`config.mk`:
```
export PLATFORM = sky130hd
export DESIGN_NAME = indexed_array_list_top_flat
export DESIGN_NICKNAME = d
export VERILOG_FILES = /design/src/rtl/core/ial_pkg.sv /design/src/rtl/core/ial_ifs.sv /design/src/rtl/core/indexed_array_list_top.sv /design/src/rtl/core/ial_ram.sv /design/src/rtl/core/ial_ctrl.sv /design/src/rtl/core/ial_dp.sv /design/src/flat_wrapper.sv
export SDC_FILE = /design/constraint.sdc
export NUM_CORES = 2
export LEC_CHECK = 0
export BUFFER_PORTS_ARGS = -buffer_cell sky130_fd_sc_hd__buf_2
export CORE_ASPECT_RATIO = 1.75
export CORE_MARGIN = 1
export CORE_UTILIZATION = 65
export CTS_CLUSTER_DIAMETER = 120
export CTS_CLUSTER_SIZE = 14
export DETAILED_ROUTE_END_ITERATION = 7
export PLACE_DENSITY_LB_ADDON = 0.05
export SETUP_SLACK_MARGIN = 0.3
export SKIP_CTS_REPAIR_TIMING = 1
export SKIP_LAST_GASP = 1
export SYNTH_ARGS = -nofsm -noshare
export SYNTH_HDL_FRONTEND = slang
export SYNTH_SLANG_ARGS = --single-unit
```
`constraint.sdc`:
```
create_clock -name clock -period 20.6 [get_ports clock]
set_clock_uncertainty 0.1 [all_clocks]
set_input_delay 1.03 -clock clock [delete_from_list [all_inputs] [get_ports clock]]
set_output_delay 1.03 -clock clock [all_outputs]
set_load 0.005 [all_outputs]
```
`src/rtl/core/ial_pkg.sv`:
```
// Shared types and constants for the indexed array list.
package ial_pkg;

   localparam int MODE_W  = 3;
   localparam int FIELD_W = 7;
   localparam int WORD_W  = 32;

   localparam logic [FIELD_W-1:0] CAP_RESET = FIELD_W'(64);

   typedef enum logic [MODE_W-1:0] {
      MODE_READ      = 3'd0,
      MODE_INSERT    = 3'd1,
      MODE_APPEND    = 3'd2,
      MODE_OVERWRITE = 3'd3,
      MODE_DEL_INDEX = 3'd4,
      MODE_DEL_VALUE = 3'd5,
      MODE_CLEAR     = 3'd6
   } ial_mode_type;

   typedef enum logic [2:0] {
      CMD_NONE,
      CMD_LOAD,
      CMD_START,
      CMD_SCAN,
      CMD_FINISH
   } ial_cmd_type;

   typedef struct packed {
      logic scan_idle;
      logic op_ok;
   } ial_sts_type;

endpackage

```
`src/rtl/core/ial_ifs.sv`:
```
// Channel interfaces: request, response and capacity register write.
interface ial_req_if;
   import ial_pkg::*;
   logic                     valid;
   logic                     ready;
   logic [MODE_W-1:0]        mode;
   logic [FIELD_W-1:0]       position;
   logic signed [WORD_W-1:0] item_value;
   modport source (output valid, mode, position, item_value, input ready);
   modport sink (input valid, mode, position, item_value, output ready);
endinterface

interface ial_rsp_if;
   import ial_pkg::*;
   logic                     valid;
   logic                     ready;
   logic signed [WORD_W-1:0] read_word;
   logic [FIELD_W-1:0]       entry_count;
   logic                     status;
   modport source (output valid, read_word, entry_count, status, input ready);
   modport sink (input valid, read_word, entry_count, status, output ready);
endinterface

interface ial_csr_if;
   import ial_pkg::*;
   logic               valid;
   logic               ready;
   logic [FIELD_W-1:0] capacity_limit;
   modport source (output valid, capacity_limit, input ready);
   modport sink (input valid, capacity_limit, output ready);
endinterface

```
`src/rtl/core/indexed_array_list_top.sv`:
```
// Top level of the indexed array list.
// Ordered list of signed 32-bit words held in a DEPTH-entry memory. One request
// beat carries a mode (read, insert, append, overwrite, delete at index, delete
// by value, clear) and returns exactly one response beat with the word read, the
// count afterwards and a rejected flag. Requests are handled one at a time; each
// operation visits k entries: 1 for a valid read, count - position for insert,
// count - position - 1 for delete at index, count for delete by value, 0 for
// append, overwrite, clear and any rejected request. The entry memory moves one
// entry per cycle through its single read and single write port. The next request
// is taken while a finished response still waits. The capacity register resets
// to 64 and values above DEPTH act as DEPTH; write it only when idle.
module indexed_array_list_top #(
   parameter int DEPTH = 64
) (
   input logic       clock,
   input logic       reset,
   ial_req_if.sink   req_bus,
   ial_rsp_if.source rsp_bus,
   ial_csr_if.sink   csr_bus
);
   import ial_pkg::*;

   ial_cmd_type cmd;
   ial_sts_type sts;

   ial_ctrl u_ctrl (
      .clock    (clock),
      .reset    (reset),
      .req_valid(req_bus.valid),
      .req_ready(req_bus.ready),
      .rsp_valid(rsp_bus.valid),
      .rsp_ready(rsp_bus.ready),
      .sts      (sts),
      .cmd      (cmd)
   );

   ial_dp #(
      .DEPTH(DEPTH)
   ) u_dp (
      .clock             (clock),
      .reset             (reset),
      .cmd               (cmd),
      .sts               (sts),
      .req_mode          (req_bus.mode),
      .req_position      (req_bus.position),
      .req_item_value    (req_bus.item_value),
      .csr_valid         (csr_bus.valid),
      .csr_capacity_limit(csr_bus.capacity_limit),
      .rsp_read_word     (rsp_bus.read_word),
      .rsp_entry_count   (rsp_bus.entry_count),
      .rsp_status        (rsp_bus.status)
   );

   assign csr_bus.ready = 1'b1;

endmodule

```
`src/rtl/core/ial_ram.sv`:
```
// Generic RAM, one write port and one registered read port.
module ial_ram #(
   parameter int WIDTH = 32,
   parameter int DEPTH = 64
) (
   input  logic                     clock,
   input  logic                     wr_en,
   input  logic [$clog2(DEPTH)-1:0] wr_addr,
   input  logic [WIDTH-1:0]         wr_data,
   input  logic                     rd_en,
   input  logic [$clog2(DEPTH)-1:0] rd_addr,
   output logic [WIDTH-1:0]         rd_data
);

   logic [WIDTH-1:0] mem_ff [DEPTH];
   logic [WIDTH-1:0] rd_data_ff;

   always_ff @(posedge clock) begin
      if (wr_en) begin
         mem_ff[wr_addr] <= wr_data;
      end
      if (rd_en) begin
         rd_data_ff <= mem_ff[rd_addr];
      end
   end

   assign rd_data = rd_data_ff;

endmodule

```
`src/rtl/core/ial_ctrl.sv`:
```
// Controller: sequences each operation and owns the channel handshakes.
module ial_ctrl (
   input  logic                 clock,
   input  logic                 reset,
   input  logic                 req_valid,
   output logic                 req_ready,
   output logic                 rsp_valid,
   input  logic                 rsp_ready,
   input  ial_pkg::ial_sts_type sts,
   output ial_pkg::ial_cmd_type cmd
);
   import ial_pkg::*;

   typedef enum logic [1:0] {
      ST_IDLE,
      ST_START,
      ST_SCAN,
      ST_FINISH
   } state_type;

   state_type state_ff, state_in;
   logic      rsp_valid_ff, rsp_valid_in;

   always_comb begin
      cmd          = CMD_NONE;
      state_in     = state_ff;
      rsp_valid_in = rsp_valid_ff && !rsp_ready;
      case (state_ff)
         ST_IDLE: begin
            if (req_valid) begin
               cmd      = CMD_LOAD;
               state_in = ST_START;
            end
         end
         ST_START: begin
            cmd      = CMD_START;
            state_in = ST_SCAN;
         end
         ST_SCAN: begin
            cmd = CMD_SCAN;
            if (sts.scan_idle) begin
               state_in = ST_FINISH;
            end
         end
         ST_FINISH: begin
            if (!rsp_valid_ff || rsp_ready) begin
               cmd          = CMD_FINISH;
               rsp_valid_in = 1'b1;
               state_in     = ST_IDLE;
            end
         end
         default: begin
            state_in = ST_IDLE;
         end
      endcase
   end

   always_ff @(posedge clock) begin
      if (reset) begin
         state_ff     <= ST_IDLE;
         rsp_valid_ff <= 1'b0;
      end else begin
         state_ff     <= state_in;
         rsp_valid_ff <= rsp_valid_in;
      end
   end

   assign req_ready = (state_ff == ST_IDLE);
   assign rsp_valid = rsp_valid_ff;

`ifndef SYNTHESIS
   a_rsp_from_finish: assert property (@(posedge clock) disable iff (reset)
      $rose(rsp_valid_ff) |-> $past(state_ff == ST_FINISH))
      else $error("response raised outside finish");
   a_finish_holds: assert property (@(posedge clock) disable iff (reset)
      (state_ff == ST_FINISH) && rsp_valid_ff && !rsp_ready |=> state_ff == ST_FINISH)
      else $error("finish overran a pending response");
   a_reject_no_scan: assert property (@(posedge clock) disable iff (reset)
      (state_ff == ST_START) && !sts.op_ok |=> sts.scan_idle)
      else $error("rejected operation started a scan");
`endif

endmodule

```
`src/rtl/core/ial_dp.sv`:
```
// Datapath: entry store, count, capacity, scan pointers and result registers.
module ial_dp #(
   parameter int DEPTH = 64
) (
   input  logic                                clock,
   input  logic                                reset,
   input  ial_pkg::ial_cmd_type                cmd,
   output ial_pkg::ial_sts_type                sts,
   input  logic [ial_pkg::MODE_W-1:0]          req_mode,
   input  logic [ial_pkg::FIELD_W-1:0]         req_position,
   input  logic signed [ial_pkg::WORD_W-1:0]   req_item_value,
   input  logic                                csr_valid,
   input  logic [ial_pkg::FIELD_W-1:0]         csr_capacity_limit,
   output logic signed [ial_pkg::WORD_W-1:0]   rsp_read_word,
   output logic [ial_pkg::FIELD_W-1:0]         rsp_entry_count,
   output logic                                rsp_status
);
   import ial_pkg::*;

   localparam int AW   = $clog2(DEPTH);
   localparam int CW   = $clog2(DEPTH + 1);
   localparam int CmpW = (CW > FIELD_W) ? CW : FIELD_W;

   // control state
   logic [CW-1:0]      count_ff, count_in;
   logic [FIELD_W-1:0] cap_ff, cap_in;
   logic [CW-1:0]      rem_ff, rem_in;
   logic               pend_ff, pend_in;

   // operation and scan payload
   ial_mode_type             mode_ff, mode_in;
   logic [FIELD_W-1:0]       pos_ff, pos_in;
   logic signed [WORD_W-1:0] word_ff, word_in;
   logic [CW-1:0]            ptr_ff, ptr_in;
   logic [AW-1:0]            pend_addr_ff, pend_addr_in;
   logic [CW-1:0]            kept_ff, kept_in;
   logic signed [WORD_W-1:0] rd_word_ff, rd_word_in;
   logic signed [WORD_W-1:0] rsp_word_ff, rsp_word_in;
   logic [FIELD_W-1:0]       rsp_count_ff, rsp_count_in;
   logic                     rsp_status_ff, rsp_status_in;

   logic [CmpW-1:0]   n_ext;
   logic [CmpW-1:0]   tgt;
   logic              op_ok;
   logic              down;
   logic              issue;
   logic              done;
   logic              wr_en;
   logic [AW-1:0]     wr_addr;
   logic [WORD_W-1:0] wr_data;
   logic [WORD_W-1:0] rd_data;

   always_comb begin
      n_ext = CmpW'(count_ff);
      tgt   = (mode_ff == MODE_APPEND) ? n_ext : CmpW'(pos_ff);
      down  = (mode_ff == MODE_INSERT) || (mode_ff == MODE_APPEND);
      case (mode_ff)
         MODE_READ, MODE_OVERWRITE, MODE_DEL_INDEX: begin
            op_ok = tgt < n_ext;
         end
         MODE_INSERT, MODE_APPEND: begin
            op_ok = (tgt <= n_ext) && (n_ext < CmpW'(cap_ff)) && (n_ext != CmpW'(DEPTH));
         end
         MODE_DEL_VALUE, MODE_CLEAR: begin
            op_ok = 1'b1;
         end
         default: begin
            op_ok = 1'b0;
         end
      endcase
   end

   assign issue         = (cmd == CMD_SCAN) && (rem_ff != '0);
   assign done          = (cmd == CMD_SCAN) && pend_ff;
   assign sts.scan_idle = (rem_ff == '0) && !pend_ff;
   assign sts.op_ok     = op_ok;

   // store write port: shift moves during the scan, the new word at finish
   always_comb begin
      wr_en   = 1'b0;
      wr_addr = pend_addr_ff;
      wr_data = rd_data;
      if (done) begin
         case (mode_ff)
            MODE_INSERT, MODE_APPEND: begin
               wr_en   = 1'b1;
               wr_addr = AW'(pend_addr_ff + 1'b1);
            end
            MODE_DEL_INDEX: begin
               wr_en   = 1'b1;
               wr_addr = AW'(pend_addr_ff - 1'b1);
            end
            MODE_DEL_VALUE: begin
               wr_en   = (rd_data != word_ff);
               wr_addr = kept_ff[AW-1:0];
            end
            default: begin
               wr_en = 1'b0;
            end
         endcase
      end else if ((cmd == CMD_FINISH) && op_ok &&
                   ((mode_ff == MODE_INSERT) || (mode_ff == MODE_APPEND) ||
                    (mode_ff == MODE_OVERWRITE))) begin
         wr_en   = 1'b1;
         wr_addr = tgt[AW-1:0];
         wr_data = word_ff;
      end
   end

   always_comb begin
      count_in      = count_ff;
      cap_in        = cap_ff;
      rem_in        = rem_ff;
      pend_in       = pend_ff;
      mode_in       = mode_ff;
      pos_in        = pos_ff;
      word_in       = word_ff;
      ptr_in        = ptr_ff;
      pend_addr_in  = pend_addr_ff;
      kept_in       = kept_ff;
      rd_word_in    = rd_word_ff;
      rsp_word_in   = rsp_word_ff;
      rsp_count_in  = rsp_count_ff;
      rsp_status_in = rsp_status_ff;
      if (csr_valid) begin
         cap_in = csr_capacity_limit;
      end
      case (cmd)
         CMD_LOAD: begin
            mode_in = ial_mode_type'(req_mode);
            pos_in  = req_position;
            word_in = req_item_value;
         end
         CMD_START: begin
            pend_in = 1'b0;
            kept_in = '0;
            rem_in  = '0;
            case (mode_ff)
               MODE_INSERT, MODE_APPEND: begin
                  ptr_in = CW'(n_ext - 1'b1);
                  rem_in = CW'(n_ext - tgt);
               end
               MODE_DEL_INDEX: begin
                  ptr_in = CW'(tgt + 1'b1);
                  rem_in = CW'(n_ext - tgt - 1'b1);
               end
               MODE_DEL_VALUE: begin
                  ptr_in = '0;
                  rem_in = count_ff;
               end
               MODE_READ: begin
                  ptr_in = CW'(tgt);
                  rem_in = CW'(1'b1);
               end
               default: begin
                  rem_in = '0;
               end
            endcase
            if (!op_ok) begin
               rem_in = '0;
            end
         end
         CMD_SCAN: begin
            pend_in = issue;
            if (issue) begin
               rem_in       = rem_ff - 1'b1;
               ptr_in       = down ? (ptr_ff - 1'b1) : (ptr_ff + 1'b1);
               pend_addr_in = ptr_ff[AW-1:0];
            end
            if (done) begin
               if ((mode_ff == MODE_DEL_VALUE) && (rd_data != word_ff)) begin
                  kept_in = kept_ff + 1'b1;
               end
               if (mode_ff == MODE_READ) begin
                  rd_word_in = rd_data;
               end
            end
         end
         CMD_FINISH: begin
            if (op_ok) begin
               case (mode_ff)
                  MODE_INSERT, MODE_APPEND: count_in = count_ff + 1'b1;
                  MODE_DEL_INDEX:           count_in = count_ff - 1'b1;
                  MODE_DEL_VALUE:           count_in = kept_ff;
                  MODE_CLEAR:               count_in = '0;
                  default:                  count_in = count_ff;
               endcase
            end
            rsp_word_in   = ((mode_ff == MODE_READ) && op_ok) ? rd_word_ff : '0;
            rsp_count_in  = FIELD_W'(count_in);
            rsp_status_in = !op_ok;
         end
         default: begin
            count_in = count_ff;
         end
      endcase
   end

   always_ff @(posedge clock) begin
      if (reset) begin
         count_ff <= '0;
         cap_ff   <= CAP_RESET;
         rem_ff   <= '0;
         pend_ff  <= 1'b0;
      end else begin
         count_ff <= count_in;
         cap_ff   <= cap_in;
         rem_ff   <= rem_in;
         pend_ff  <= pend_in;
      end
   end

   always_ff @(posedge clock) begin
      mode_ff       <= mode_in;
      pos_ff        <= pos_in;
      word_ff       <= word_in;
      ptr_ff        <= ptr_in;
      pend_addr_ff  <= pend_addr_in;
      kept_ff       <= kept_in;
      rd_word_ff    <= rd_word_in;
      rsp_word_ff   <= rsp_word_in;
      rsp_count_ff  <= rsp_count_in;
      rsp_status_ff <= rsp_status_in;
   end

   ial_ram #(
      .WIDTH(WORD_W),
      .DEPTH(DEPTH)
   ) u_store (
      .clock  (clock),
      .wr_en  (wr_en),
      .wr_addr(wr_addr),
      .wr_data(wr_data),
      .rd_en  (issue),
      .rd_addr(ptr_ff[AW-1:0]),
      .rd_data(rd_data)
   );

   assign rsp_read_word   = rsp_word_ff;
   assign rsp_entry_count = rsp_count_ff;
   assign rsp_status      = rsp_status_ff;

`ifndef SYNTHESIS
   a_count_bound: assert property (@(posedge clock) disable iff (reset)
      CmpW'(count_ff) <= CmpW'(DEPTH))
      else $error("entry count above store depth");
   a_no_rw_collision: assert property (@(posedge clock) disable iff (reset)
      wr_en && issue |-> wr_addr != ptr_ff[AW-1:0])
      else $error("store read and write hit the same entry");
   a_kept_bound: assert property (@(posedge clock) disable iff (reset)
      (cmd == CMD_SCAN) && (mode_ff == MODE_DEL_VALUE) |-> kept_ff <= count_ff)
      else $error("compaction ran past the entry count");
`endif

endmodule

```
`src/flat_wrapper.sv`:
```
// flat-port wrapper written by rule: the top's interface ports become plain ports
module indexed_array_list_top_flat import ial_pkg::*;
#(
   parameter int DEPTH = 64
)
  (clock, reset, req_bus_valid, req_bus_mode, req_bus_position, req_bus_item_value, req_bus_ready, rsp_bus_valid, rsp_bus_read_word, rsp_bus_entry_count, rsp_bus_status, rsp_bus_ready, csr_bus_valid, csr_bus_capacity_limit, csr_bus_ready);
  ial_req_if req_bus_i ();
  ial_rsp_if rsp_bus_i ();
  ial_csr_if csr_bus_i ();
  input logic clock;
  input logic reset;
  input wire logic [$bits(req_bus_i.valid)-1:0] req_bus_valid;
  input wire logic [$bits(req_bus_i.mode)-1:0] req_bus_mode;
  input wire logic [$bits(req_bus_i.position)-1:0] req_bus_position;
  input wire logic [$bits(req_bus_i.item_value)-1:0] req_bus_item_value;
  output wire logic [$bits(req_bus_i.ready)-1:0] req_bus_ready;
  output wire logic [$bits(rsp_bus_i.valid)-1:0] rsp_bus_valid;
  output wire logic [$bits(rsp_bus_i.read_word)-1:0] rsp_bus_read_word;
  output wire logic [$bits(rsp_bus_i.entry_count)-1:0] rsp_bus_entry_count;
  output wire logic [$bits(rsp_bus_i.status)-1:0] rsp_bus_status;
  input wire logic [$bits(rsp_bus_i.ready)-1:0] rsp_bus_ready;
  input wire logic [$bits(csr_bus_i.valid)-1:0] csr_bus_valid;
  input wire logic [$bits(csr_bus_i.capacity_limit)-1:0] csr_bus_capacity_limit;
  output wire logic [$bits(csr_bus_i.ready)-1:0] csr_bus_ready;
  assign req_bus_i.valid = req_bus_valid;
  assign req_bus_i.mode = req_bus_mode;
  assign req_bus_i.position = req_bus_position;
  assign req_bus_i.item_value = req_bus_item_value;
  assign req_bus_ready = req_bus_i.ready;
  assign rsp_bus_valid = rsp_bus_i.valid;
  assign rsp_bus_read_word = rsp_bus_i.read_word;
  assign rsp_bus_entry_count = rsp_bus_i.entry_count;
  assign rsp_bus_status = rsp_bus_i.status;
  assign rsp_bus_i.ready = rsp_bus_ready;
  assign csr_bus_i.valid = csr_bus_valid;
  assign csr_bus_i.capacity_limit = csr_bus_capacity_limit;
  assign csr_bus_ready = csr_bus_i.ready;
  indexed_array_list_top #(.DEPTH(DEPTH)) u_core (.clock(clock), .reset(reset), .req_bus(req_bus_i), .rsp_bus(rsp_bus_i), .csr_bus(csr_bus_i));
endmodule
```
==> results.sh <==
export IMPL_synth_seq_area_share_pct=76.5
export IMPL_intPower_uw=8550
export IMPL_drv_slew=0
export IMPL_min_path_cells=1
export IMPL_critPathTopFamily="compound AO/OA/AOI/OAI gates"
export IMPL_grt_pass1_wl_um=310000
export IMPL_startpoint_type="flip-flop"
export IMPL_yosys_most_used_dff="edfxtp_1"
export IMPL_min_path_type="input pin to flip-flop"
export IMPL_p_sw_share_pct=32.1
export IMPL_critPathSlowestCell="nor2_4"
export IMPL_synth_top_family_by_area="multiplexers"
export IMPL_synth_area_leaders="edfxtp_1 (76%), mux4_2 (17%), mux2_2 (0.58%)"
export IMPL_pwr_share_seq_pct=43.3
export IMPL_p_clk_share_pct=24.1
export IMPL_final_core_util_pct=71.6
export IMPL_crit_buf_inv=1
export IMPL_finalSetupTns_ps=0
export IMPL_clkSlewWorstSetupHoldPaths_ps=80
export IMPL_p_per_area_mw_per_mm2=132
export IMPL_synth_cell_types=74
export IMPL_crit_arrival_ps=7800
export IMPL_area_growth_pct=9.05
export IMPL_yosysWarnings=0
export IMPL_grt_pass1_vias=41401
export IMPL_clk_latency_ps=810
export IMPL_dieArea_mm2=0.136
export IMPL_fmaxAchievable_mhz=133
export IMPL_cp_max_fo=37
export IMPL_cts_max_level=4
export IMPL_power_uw=12600
export IMPL_cp_required_ps=20900
export IMPL_drc=0
export IMPL_gp_congestion=0.911
export IMPL_finalCriticalPeriod_ps=7510
export IMPL_nNetsFinal=4090
export IMPL_ant_nets=0
export IMPL_synth_compound_gate_area_share_pct=1.43
export IMPL_period_share_pct=36.4
export IMPL_synth_mux_area_share_pct=17.9
export IMPL_synthSimpleGateAreaFrac_pct=1.92
export IMPL_dpl_hpwl_um=135000
export IMPL_yosysTopAreaCellShare_pct=76.0
export IMPL_port_buffers=95
export IMPL_nFillCells=7747
export IMPL_max_slew_worst_pin_slew_ps=1260
export IMPL_place_ws_ps=13310
export IMPL_fin_ws_ps=13090
export IMPL_status="completed"
export IMPL_setup_viol_count_final=0
export IMPL_grt_start_max_net_pins=140
export IMPL_place_area_mm2=0.0907
export IMPL_viasPerCell=7.06
export IMPL_wl_um=221000
export IMPL_cts_buffers_inserted=177
export IMPL_synth_most_common_cell="edfxtp_1"
export IMPL_hold_violations=0
export IMPL_drtIter0Drc=5274
export IMPL_p_leak_uw=0.0295
export IMPL_dr_pass1_iters=5
export IMPL_path_class="flip-flop to flip-flop"
export IMPL_die_w_um=279
export IMPL_synth_top_cells_by_count="edfxtp_1 (2213), mux4_2 (663), clkbuf_1 (132), nor2_1 (116), nand2_1 (57)"
export IMPL_netlist_instances=3840
export IMPL_cts_root_buf="clkbuf_16"
export IMPL_maxCapViolCount=0
export IMPL_crit_chain="or3b_1 -> o21ai_0 -> ha_1 -> o21ai_1 -> a311oi_1 -> a311o_1 -> o211ai_4 -> buf_4 -> a22oi_1 -> a21boi_0 -> nand2_1 -> nor2_4"
export IMPL_rows=177
export IMPL_vdd_drop_max_mv=0.108
export IMPL_gr_total_overflow=0
export IMPL_io_pins=97
export IMPL_die_h_um=487
export IMPL_combPwrFrac_pct=32.6
export IMPL_netlist_area_mm2=0.0875
export IMPL_cp_end_kind="flip-flop"
export IMPL_r2r_cells=12
export IMPL_cp_slowest_stage_delay_ps=1170
export IMPL_ctsLongestPathBuffers=3
export IMPL_start_util_pct=65.6
export IMPL_synthesis_nets=3923
export IMPL_synth_xor_area_share_pct=0.691
export IMPL_synth_edf_count=2213
export IMPL_cts_tree="yes"
export IMPL_core_area_mm2=0.133
export IMPL_design_area_mm2=0.0954
export IMPL_p_switching_uw=4050
export IMPL_synth_top_area_cell="edfxtp_1"
export IMPL_num_vias=41163
export IMPL_wl_per_cell_um=37.8
export IMPL_clock_sinks=2238
export IMPL_syn_area_per_cell_um2=22.8
export IMPL_async_flop_share_pct=0
export IMPL_ys_seq_elements=2238
export IMPL_layout_drive_gt1_share_pct=28.9
export IMPL_antenna_found_initial=18
export IMPL_rsz0062_at_grt="false"
export IMPL_cp_depth=12
export IMPL_maxSlewHeadroom_pct=16.0
export IMPL_track_usage_pct=33.4
export IMPL_yosys_area_share_adder_pct=0.445
[layout by cell type (no fill, tap or decap), types with 7 or more instances in the layout]
cell       synthesis  layout
clkbuf_1         132      17
nor2_1           116      64
nand3_1           20      20
nand2b_1          19      19
mux4_2           663     663
dfxtp_1           25      25
nor4_1            13      13
nor2_4             0      52
mux2_4             0      10
o211ai_1           7       7
nor2b_1           15      15
nor3_1            34      21
mux2_2            45      35
edfxtp_1        2213    2213
ha_1              27      27
a21o_1            12      12
xor2_1            44      44
inv_1             35      34
a21oi_1           49      49
nor3_2             1      14
mux2i_1           26      26
o21ai_0           49      49
a221oi_1          11      11
clkbuf_16          0     180
xnor2_1           25      25
buf_4              1      89
buf_2             14      95
and2_1            36      36
nand2_1           57      57
[per-stage QoR]
stage / cells / hold WS, ps
6_report: 5831 / 293
3_5_place_dp: 5618 / 386
5_1_grt: 5828 / 278
3_3_place_gp: 5618 / 377
4_1_cts: 5825 / 239
2_1_floorplan: 3840 / 324
[power by group through the flow]
stage          Sequential (uW)  Clock, uW  Combinational [uW]
4_1_cts                   5450       3080                4100
3_5_place_dp              5550          0                4090
3_3_place_gp              5550          0                4020
2_1_floorplan             5490          0                2540
5_1_grt                   5460       3220                4230
6_report                  5450       3040                4100
[sequential cells by signal, summed over array words and instances, names as in the netlist, 32 cells and up]
signal,cells
u_core.u_dp.u_store.mem_ff,2048
u_core.u_dp.rd_word_ff,32
u_core.u_dp.rsp_read_word,32
u_core.u_dp.u_store.rd_data,32
u_core.u_dp.word_ff,32
[layout make-up]
class	instances	area, um^2	share of cell area (%)
Clock buffer	197	4570	4.79
Antenna cell	6	15.0	0.0157
Timing Repair Buffer	187	1200	1.26
Tap cell	1790	2240	2.35
Sequential cell	2238	67000	70.2
Inverter	36	135	0.142
Clock inverter	10	153	0.160
Multi-Input combinational cell	1367	20100	21.1
[metal layers]
layer | part of all wire, % | global-route usage [%] | wire length (um) | up-vias
li1 | - | - | - | 16476
met1 | 34 | 42.7 | 75500 | 21952
met2 | 51 | 54.8 | 112000 | 2264
met3 | 8.4 | 5.60 | 18500 | 463
met4 | 6.7 | 19.2 | 14700 | 8
met5 | 0.026 | 0 | 57 | -
[cell families (layout without fill, tap and decap cells)]
logic type	Yosys count	in the layout
mux	734	734
xor+xnor	69	69
flops	2238	2238
simple gates	344	344
fa+ha+maj	30	30
compound gates	189	189
other cells	1	7
buf+inv	235	430
[worst paths after layout]
kind | startpoint | endpoint | slack (ps)
setup / recovery | u_core.u_dp.mode_ff[1] | u_core.u_dp.u_store.mem_ff[3][24] | 13090
hold reg to reg | u_core.u_dp.u_store.rd_data[20] | u_core.u_dp.rd_word_ff[20] | 390
setup reg to reg | u_core.u_dp.mode_ff[1] | u_core.u_dp.u_store.mem_ff[3][24] | 13090
hold / removal | req_bus_item_value[23] | u_core.u_dp.word_ff[23] | 290
Power figures use the tool's default switching activity.
